**src/hw/rtl/fbm_pkg.sv**
```systemverilog
// shared constants, widths and state type for the fft bin magnitude block
package fbm_pkg;

  localparam int FFT_POINTS_DEF = 256;

  localparam int WORD_W     = 32;
  localparam int PART_W     = 16;
  localparam int SUM_W      = 32;
  localparam int RAD_W      = 34;
  localparam int MAG_W      = 17;
  localparam int REM_W      = 19;
  localparam int SQRT_STEPS = 17;
  localparam int STEP_W     = 5;

  typedef enum logic [1:0] {
    ST_IDLE,
    ST_SUMSQ,
    ST_SQRT,
    ST_HOLD
  } fbm_state_t;

  // handshake between the sequencer and a multi-cycle unit
  typedef struct packed {
    logic start;
  } fbm_go_t;

  typedef struct packed {
    logic done;
  } fbm_fin_t;

endpackage

```
**src/hw/rtl/fbm_sumsq.sv**
```systemverilog
// sum of squares of the two bin parts through one shared multiplier
module fbm_sumsq (
  input  logic                       clk,
  input  logic                       rst_n,
  input  fbm_pkg::fbm_go_t           go,
  input  logic [fbm_pkg::WORD_W-1:0] bin_word,
  output fbm_pkg::fbm_fin_t          fin,
  output logic [fbm_pkg::SUM_W-1:0]  sum
);
  import fbm_pkg::*;

  logic [PART_W-1:0] re_r, re_nxt;
  logic [PART_W-1:0] im_r, im_nxt;
  logic [SUM_W-1:0]  acc_r, acc_nxt;
  logic              busy_r, busy_nxt;
  logic              phase_r, phase_nxt;
  logic              done_r, done_nxt;
  logic [PART_W-1:0] op;
  logic [SUM_W-1:0]  prod;

  // magnitude of a 16-bit two's complement value; the most negative maps to 0x8000
  function automatic logic [PART_W-1:0] abs_part(input logic [PART_W-1:0] v);
    abs_part = v[PART_W-1] ? (~v + PART_W'(1)) : v;
  endfunction

  assign op   = phase_r ? im_r : re_r;
  assign prod = SUM_W'(op) * SUM_W'(op);

  always_comb begin
    re_nxt    = re_r;
    im_nxt    = im_r;
    acc_nxt   = acc_r;
    busy_nxt  = busy_r;
    phase_nxt = phase_r;
    done_nxt  = 1'b0;
    if (go.start) begin
      re_nxt    = abs_part(bin_word[PART_W-1:0]);
      im_nxt    = abs_part(bin_word[WORD_W-1:PART_W]);
      busy_nxt  = 1'b1;
      phase_nxt = 1'b0;
    end else if (busy_r) begin
      if (!phase_r) begin
        acc_nxt   = prod;
        phase_nxt = 1'b1;
      end else begin
        acc_nxt  = acc_r + prod;
        busy_nxt = 1'b0;
        done_nxt = 1'b1;
      end
    end
  end

  always_ff @(posedge clk) begin
    if (!rst_n) begin
      busy_r  <= 1'b0;
      phase_r <= 1'b0;
      done_r  <= 1'b0;
    end else begin
      busy_r  <= busy_nxt;
      phase_r <= phase_nxt;
      done_r  <= done_nxt;
    end
  end

  always_ff @(posedge clk) begin
    re_r  <= re_nxt;
    im_r  <= im_nxt;
    acc_r <= acc_nxt;
  end

  assign fin.done = done_r;
  assign sum      = acc_r;

endmodule

```
**src/hw/rtl/fbm_isqrt.sv**
```systemverilog
// bit-serial floor square root, one result bit per cycle
module fbm_isqrt (
  input  logic                      clk,
  input  logic                      rst_n,
  input  fbm_pkg::fbm_go_t          go,
  input  logic [fbm_pkg::RAD_W-1:0] radicand,
  output fbm_pkg::fbm_fin_t         fin,
  output logic [fbm_pkg::MAG_W-1:0] root
);
  import fbm_pkg::*;

  logic [RAD_W-1:0]  rad_r, rad_nxt;
  logic [REM_W-1:0]  rem_r, rem_nxt;
  logic [MAG_W-1:0]  root_r, root_nxt;
  logic [STEP_W-1:0] step_r, step_nxt;
  logic              done_r, done_nxt;
  logic [REM_W+1:0]  rem_sh;
  logic [REM_W+1:0]  trial;
  logic              fits;

  // bring down the next two radicand bits and try root*4+1
  assign rem_sh = {rem_r, rad_r[RAD_W-1:RAD_W-2]};
  assign trial  = (REM_W+2)'({root_r, 2'b01});
  assign fits   = (rem_sh >= trial);

  always_comb begin
    rad_nxt  = rad_r;
    rem_nxt  = rem_r;
    root_nxt = root_r;
    step_nxt = step_r;
    done_nxt = 1'b0;
    if (go.start) begin
      rad_nxt  = radicand;
      rem_nxt  = '0;
      root_nxt = '0;
      step_nxt = STEP_W'(SQRT_STEPS);
    end else if (step_r != '0) begin
      rad_nxt  = {rad_r[RAD_W-3:0], 2'b00};
      rem_nxt  = fits ? REM_W'(rem_sh - trial) : REM_W'(rem_sh);
      root_nxt = {root_r[MAG_W-2:0], fits};
      step_nxt = step_r - STEP_W'(1);
      done_nxt = (step_r == STEP_W'(1));
    end
  end

  always_ff @(posedge clk) begin
    if (!rst_n) begin
      step_r <= '0;
      done_r <= 1'b0;
    end else begin
      step_r <= step_nxt;
      done_r <= done_nxt;
    end
  end

  always_ff @(posedge clk) begin
    rad_r  <= rad_nxt;
    rem_r  <= rem_nxt;
    root_r <= root_nxt;
  end

  assign fin.done = done_r;
  assign root     = root_r;

endmodule

```
**src/hw/rtl/fft_bin_magnitude.sv**
```systemverilog
// top level: magnitude of one fft bin per request, with bin counter and sequencer
//
//   channel  direction  payload                 handshake
//   in_      input      in_bin_word [31:0]      in_valid / in_stall
//   out_     output     out_magnitude [16:0]    out_valid / out_stall
//
// each request runs from acceptance to the next acceptance through the shared 16x16
// multiplier for re^2 + im^2, 17 steps of the bit-serial square root, and the unit
// hand-offs and the output load
// reset (rst_n low, synchronous) clears the sequencer, the bin counter and out_valid
// a stalled result waits in the output register; a new request is still taken then,
// and the finished root waits in the root unit until the output register frees up
module fft_bin_magnitude #(
  parameter int FFT_POINTS = fbm_pkg::FFT_POINTS_DEF
) (
  input  logic                       clk,
  input  logic                       rst_n,
  input  logic                       in_valid,
  output logic                       in_stall,
  input  logic [fbm_pkg::WORD_W-1:0] in_bin_word,
  output logic                       out_valid,
  input  logic                       out_stall,
  output logic [fbm_pkg::MAG_W-1:0]  out_magnitude
);
  import fbm_pkg::*;

  // half-spectrum length; a degenerate size treats every bin as dc
  localparam int HALF  = (FFT_POINTS / 2 == 0) ? 1 : FFT_POINTS / 2;
  localparam int CNT_W = (HALF > 1) ? $clog2(HALF) : 1;

  fbm_state_t       state_r, state_nxt;
  logic [CNT_W-1:0] bin_cnt_r, bin_cnt_nxt;
  logic             dc_r, dc_nxt;
  logic             out_valid_r, out_valid_nxt;
  logic [MAG_W-1:0] mag_r, mag_nxt;

  logic             accept;
  logic             out_free;
  logic             load;

  fbm_go_t          sq_go, rt_go;
  fbm_fin_t         sq_fin, rt_fin;
  logic [SUM_W-1:0] sum;
  logic [RAD_W-1:0] radicand;
  logic [MAG_W-1:0] root;

  assign in_stall = (state_r != ST_IDLE);
  assign accept   = in_valid && !in_stall;
  assign out_free = !out_valid_r || !out_stall;

  // dc bin takes sqrt(s), the others sqrt(4s) = 2*sqrt(s)
  assign radicand = dc_r ? {2'b00, sum} : {sum, 2'b00};

  fbm_sumsq u_sumsq (
    .clk      (clk),
    .rst_n    (rst_n),
    .go       (sq_go),
    .bin_word (in_bin_word),
    .fin      (sq_fin),
    .sum      (sum)
  );

  fbm_isqrt u_isqrt (
    .clk      (clk),
    .rst_n    (rst_n),
    .go       (rt_go),
    .radicand (radicand),
    .fin      (rt_fin),
    .root     (root)
  );

  // sequencer: next state and unit kicks
  always_comb begin
    state_nxt   = state_r;
    bin_cnt_nxt = bin_cnt_r;
    dc_nxt      = dc_r;
    sq_go.start = 1'b0;
    rt_go.start = 1'b0;
    load        = 1'b0;
    case (state_r)
      ST_IDLE: begin
        if (accept) begin
          sq_go.start = 1'b1;
          dc_nxt      = (bin_cnt_r == '0);
          // wrap after the last bin of the half spectrum
          if (bin_cnt_r == CNT_W'(HALF - 1)) begin
            bin_cnt_nxt = '0;
          end else begin
            bin_cnt_nxt = bin_cnt_r + CNT_W'(1);
          end
          state_nxt = ST_SUMSQ;
        end
      end
      ST_SUMSQ: begin
        if (sq_fin.done) begin
          rt_go.start = 1'b1;
          state_nxt   = ST_SQRT;
        end
      end
      ST_SQRT: begin
        if (rt_fin.done) begin
          if (out_free) begin
            load      = 1'b1;
            state_nxt = ST_IDLE;
          end else begin
            state_nxt = ST_HOLD;
          end
        end
      end
      ST_HOLD: begin
        // root stays put in the unit until the output register takes it
        if (out_free) begin
          load      = 1'b1;
          state_nxt = ST_IDLE;
        end
      end
      default: begin
        state_nxt = ST_IDLE;
      end
    endcase
  end

  // output register
  always_comb begin
    mag_nxt       = mag_r;
    out_valid_nxt = out_valid_r && out_stall;
    if (load) begin
      mag_nxt       = root;
      out_valid_nxt = 1'b1;
    end
  end

  always_ff @(posedge clk) begin
    if (!rst_n) begin
      state_r     <= ST_IDLE;
      bin_cnt_r   <= '0;
      out_valid_r <= 1'b0;
    end else begin
      state_r     <= state_nxt;
      bin_cnt_r   <= bin_cnt_nxt;
      out_valid_r <= out_valid_nxt;
    end
  end

  always_ff @(posedge clk) begin
    dc_r  <= dc_nxt;
    mag_r <= mag_nxt;
  end

  assign out_valid     = out_valid_r;
  assign out_magnitude = mag_r;

endmodule
```
**config.mk**
```make
export PLATFORM = sky130hd
export DESIGN_NAME = fft_bin_magnitude
export DESIGN_NICKNAME = d
export VERILOG_FILES = /design/src/hw/rtl/fbm_pkg.sv /design/src/hw/rtl/fbm_sumsq.sv /design/src/hw/rtl/fbm_isqrt.sv /design/src/hw/rtl/fft_bin_magnitude.sv
export SDC_FILE = /design/constraint.sdc
export NUM_CORES = 1
export LEC_CHECK = 0
export BUFFER_PORTS_ARGS = -buffer_cell sky130_fd_sc_hd__buf_2
export CAP_MARGIN = 20
export CORE_ASPECT_RATIO = 0.8
export CORE_MARGIN = 5
export CORE_UTILIZATION = 30
export DETAILED_ROUTE_END_ITERATION = 10
export HOLD_SLACK_MARGIN = 0.03
export MAX_ROUTING_LAYER = met4
export PLACE_DENSITY = 0.47
export REMOVE_ABC_BUFFERS = 1
export SYNTH_ARGS = -nofsm -noshare
export SYNTH_HDL_FRONTEND = slang
export SYNTH_HIERARCHICAL = 1
export SYNTH_SLANG_ARGS = --single-unit
```
**constraint.sdc**
```tcl
create_clock -name clk -period 12.8 [get_ports clk]
set_clock_uncertainty 0.2 [all_clocks]
set_input_delay 0.64 -clock clk [delete_from_list [all_inputs] [get_ports clk]]
set_output_delay 0.64 -clock clk [all_outputs]
set_load 0.02 [all_outputs]
```
; ---- Word-level counts from Yosys, hierarchy flattened
; Index checks and enable logic that the tools add are counted.
; W data, S select, Z words.
[totals]
register_bits = 171
latchBits = 0
ramBits = 0
mem_bits_ro = 0
inputBits = 36
output_inout_bits = 19
wordCells = 89
mem_count = 0
[classes]
add_sub_neg = 6
mul = 1
div = 0
order_cmp = 1
eq_ne = 9
n_shift = 0
mux = 29
n_bitwise = 6
reduce_logical = 18
[op_table]
columns = cell, n
row1 = $mux W34, 3
row2 = $add A16 B1 Y16 const B, 2
row3 = $add A32 B32 Y32, 1
row4 = $mul A16 B16 Y32, 1
row5 = $mux W32, 1
row6 = $not A16 Y16, 2
row7 = $mux W15, 2
row8 = $ge A21 B19 Y1, 1
row9 = $mux W19, 1
row10 = $sub A19 B19 Y19, 1
row11 = $mux W16, 1
row12 = $mux W1, 11
row13 = $mux W2, 5
row14 = $mux W5, 2
row15 = $pmux W2 S4, 1
row16 = $add A7 B1 Y7 const B, 1
row17 = $eq A7 B7 Y1 const B, 1
row18 = $logic_not A7 Y1, 1
row19 = $mux W7, 1
row20 = $reduce_or A3 Y1, 2
row21 = $eq A5 B1 Y1 const B, 1
row22 = $reduce_bool A5 Y1, 1
row23 = $sub A5 B1 Y5 const B, 1
row24 = $eq A2 B2 Y1 const B, 2
row25 = 13 further kinds, 24

; ---- Depth between registers and ports, before layout
[logic_depth]
depth_word = 7
mapped_depth = 38
mapped_depth_nobuf = 35

; ---- Modules after synthesis
; Netlist, hierarchy kept.
[modules_own_cells]
columns = mod, n_inst, cells_each, area_each_um2, seq_area_each_um2
row1 = fbm_sumsq, 1, 1253, 11658.7, 1981.9
row2 = fbm_isqrt, 1, 414, 4085.2, 1861.8
row3 = fft_bin_magnitude, 1, 119, 1442.6, 740.7

; ---- Worst setup path before layout
; Ideal clock, no wire load.
[synth_path]
path_kind = register -> register
from = reg u_sumsq.phase_r
to = reg u_sumsq.acc_r[31] (netlist: u_sumsq/sum[31]) (data pin)
setup_time_ns = 0.268
t_arrival_ns = 8.784
required_time_ns = 12.332
slack_ns = 3.548
path_stages_with_launch = 33
n_path_buf = 3
period_less_slack_ns = 9.252
cell_sequence = dfxtp_1 > clkbuf_1 > clkbuf_1 > mux2i_1 > clkinv_1 > nand2_1 > fa_1 > fa_1 > inv_1 > fa_1 > fa_1 > fa_1 > inv_1 > fa_1 > inv_1 > ha_1 > clkbuf_1 > nand2_1 > nor2_1 > a221oi_1 > a21oi_1 > a221o_1 > a21oi_1 > xnor2_1 > ha_1 > a41oi_1 > o21ai_1 > or4_4 > a21oi_4 > a21oi_2 > nor3b_1 > nor3_2 > xnor3_1
[synth_between]
elab_chain_len = 4
[synth_lines]
columns = element, line
row1 = "start, declared", fbm_sumsq.sv:16  ; logic phase_r, phase_nxt;
row2 = "start signal, assigned", fbm_sumsq.sv:60  ; phase_r <= phase_nxt;
row3 = $mux W16, fbm_sumsq.sv:26  ; assign op = phase_r ? im_r : re_r;
row4 = $mul A16 B16 Y32, fbm_sumsq.sv:27  ; assign prod = SUM_W'(op) * SUM_W'(op);
row5 = $add A32 B32 Y32, fbm_sumsq.sv:46  ; acc_nxt = acc_r + prod;
row6 = $mux W32 (*), fbm_sumsq.sv:42  ; if (!phase_r) begin
row7 = "end signal, assigned", fbm_sumsq.sv:68  ; acc_r <= acc_nxt;
row8 = "end, declared", fbm_sumsq.sv:14  ; logic [SUM_W-1:0] acc_r, acc_nxt;
; Every way passes the cells marked *; elsewhere a longest branch is shown, timed or not.
; A chain may end at the register's enable or synchronous reset.

; ---- Final worst setup path
; Ends and elaborated chain as after synthesis.

==> metrics.yaml <==
clock_network:
  post_cts_resized: 0
  clk_pin_slew_worst_paths_ns: 0.07
  clock_path_buffers: 2
  cts_sinks: 171
  cts_made_buffers: 17
  hold_buffers: 0
  cts_tree: "yes"
  root_buffer: "clkbuf_16"
  cts_setup_buffers: 0
  cts_max_level: 4
  clock_latency_ns: 0.47
route:
  avgRoutedWirePerCell_um: 15.6
  drc: 0
  routed_wirelength_mm: 40.6
  antenna_left: 0
  drt_first_iter_violations: 811
  vias_per_cell: 4.78
  vias: 12407
  dr.pass1.iters: 5
critical_path:
  cp_top_family: "adder cells"
  worst_ep_arrival_time_ns: 10.05
  r2r_setup_slack_ns: 2.75
  worst-path-max-fanout: 35
  crit_path_end_kind: "flop"
  start_kind: "flop"
  critPathBufInv: 5
  cp.required_ns: 12.81
  cp_slowest_stage_delay_ns: 0.73
  critPathKind: "flop to flop"
  slowest_stage: "dfxtp_2"
job:
  maxCapViolations: 0
sta:
  post-route-period-util_pct: 78.5
  worstMarginPinSlew_ns: 0.817
  rsz0062_at_grt: "no"
  hold_viol_final: 0
  relSlewSlack_pct: 45.6
  tns_ns: 0
  max_freq_ghz: 0.0996
  report.final.slew_viol_count: 0
  setup_viol: 0
  post-route-min-period_ns: 10.05
yosys:
  yosys.area.top_type: "edfxtp_1"
  synthTopCellsByCount: "inv_1 (289), nand2_1 (177), fa_1 (160)"
  yosysTopAreaCellShare_pct: 20.3
  synth_edf_count: 116
  synth-seq-cells: 171
  syn_inst: 1786
  syn_area_um2: 17200
  seq_area_frac_synth_pct: 26.7
  yosys_warnings: 6
  ys_async_sr_fraction_pct: 0
  yosysUniqueCellTypes: 80
  synth_top_flop_cell: "edfxtp_1"
  synth.most_common_cell: "inv_1"
  yosys-top-cells-area: "edfxtp_1 (20%), fa_1 (19%), ha_1 (12%), dfxtp_1 (6.4%), inv_1 (6.3%)"
  avgSynthCellArea_um2: 9.62
grt:
  grt_overflow: 0
  grt_use_total_pct: 13.9
  antenna_found_initial: 0
  grt_pass1_vias: 12799
  grt_max_degree: 68
  grt_pass1_wl_mm: 67.8
cells_and_area:
  drive_above_1_share_pct: 11.9
  area_growth_pct: 10.2
  seqCellArea_um2: 4590
  multi_input_area_um2: 11300
  fillers: 5814
  diodes: 0
  fin_nets: 2178
floorplan:
  die_area_um2: 62200
  initial_core_util_pct: 30.3
  ioPinCount: 55
  die_h_um: 224
  die_w_um: 278
  core-area_um2: 56700
  rows: 78
worst_hold_path:
  hold_path.class: "input pin to flop"
place:
  dpl.hpwl_mm: 32.1
  gp_congestion: 0.865
  io_buffers: 54
status:
  outcome: "finished, final reports clean"
per-layer routing:
layer | wire length (µm) | share of wire (%) | up-vias | global-route usage (%)
met3 | 1370 | 3.4 | 25 | 2.37
met2 | 17600 | 43 | 170 | 20.4
met4 | 395 | 0.97 | 0 | 3.05
met1 | 21200 | 52 | 6149 | 20.1
li1 | - | - | 6063 | -
met5 | 0 | 0 | - | -
state kept, by name, summed over array words and instances, names as in the netlist:
register	flops
u_sumsq/busy_r	1
u_isqrt/rem_r	19
bin_cnt_r	7
u_sumsq/fin	1
u_sumsq/sum	32
out_valid	1
u_isqrt/root	17
u_sumsq/re_r	16
u_isqrt/fin	1
dc_r	1
u_sumsq/im_r	16
u_isqrt/step_r	5
state_r	2
u_sumsq/phase_r	1
u_isqrt/rad_r	34
out_magnitude	17
placed cells by master, fill, tap and decap left out, types with 28 or more instances in the layout:
cell,instances
dfxtp_1,54
edfxtp_1,116
nor2_1,126
buf_2,54
fa_1,160
o21ai_0,47
mux2_2,89
nand2_1,177
nor3_1,28
xnor2_1,83
a21o_1,33
a21oi_1,94
ha_1,158
inv_1,289
path summary, 6_finish.rpt:
check                                       from               end  cells past startpoint
worst max register to register   u_sumsq/phase_r   u_sumsq/sum[31]                     33
worst max-delay path             u_sumsq/phase_r   u_sumsq/sum[31]                     33
worst min register to register  u_isqrt/rem_r[0]  u_isqrt/rem_r[0]                      2
worst min-delay path             in_bin_word[16]   u_sumsq/im_r[0]                      1
worst reg2reg max path, delay by kind of cell, from the launching register on:
kind / cells / cell delay (ns)
adder cells (fa/ha/maj): 8 / 3.27
AND/OR/NAND/NOR: 8 / 2.13
AO/OA/AOI/OAI: 9 / 1.73
buffers and inverters: 5 / 1.02
flip-flops: 1 / 0.73
XOR/XNOR: 3 / 0.70
final cells by class:
| class | instances | share of cell area [%] |
|---|---|---|
| inverters | 294 | 5.83 |
| repair buffers | 71 | 2.14 |
| clock buffers | 17 | 2.25 |
| clock inverters | 15 | 0.978 |
| well taps | 760 | 5.02 |
| multi-input cells | 1269 | 59.6 |
| flip-flops and latches | 171 | 24.2 |
logic make-up (layout without fill, tap and decap cells):
logic type	after synthesis	count (layout)	synth area share [%]
adders and majority gates	318	318	30.1
and+or+nand+nor	433	433	11.4
DFF	171	171	26.7
AOI/OAI and AO/OA	310	310	12.0
buffers and inverters	346	397	7.74
xor gates and xnor gates	107	107	5.53
muxes	101	101	6.54
metrics by stage:
step	cells	util, %	hold slack, ns	worst slack [ns]	instance area (µm²)
2_1_floorplan	1734	-	0.230	3.14	17000
3_3_place_gp	2564	32.3	0.270	2.82	18300
3_5_place_dp	2564	32.3	0.273	2.69	18300
4_1_cts	2596	33.4	0.168	2.65	18900
5_1_grt	2597	33.4	0.196	2.02	18900
6_report	2597	33.4	0.216	2.75	18900
Power is not shown: default switching activity piles up to over one toggle a cycle in this logic, so the estimate is an artifact.
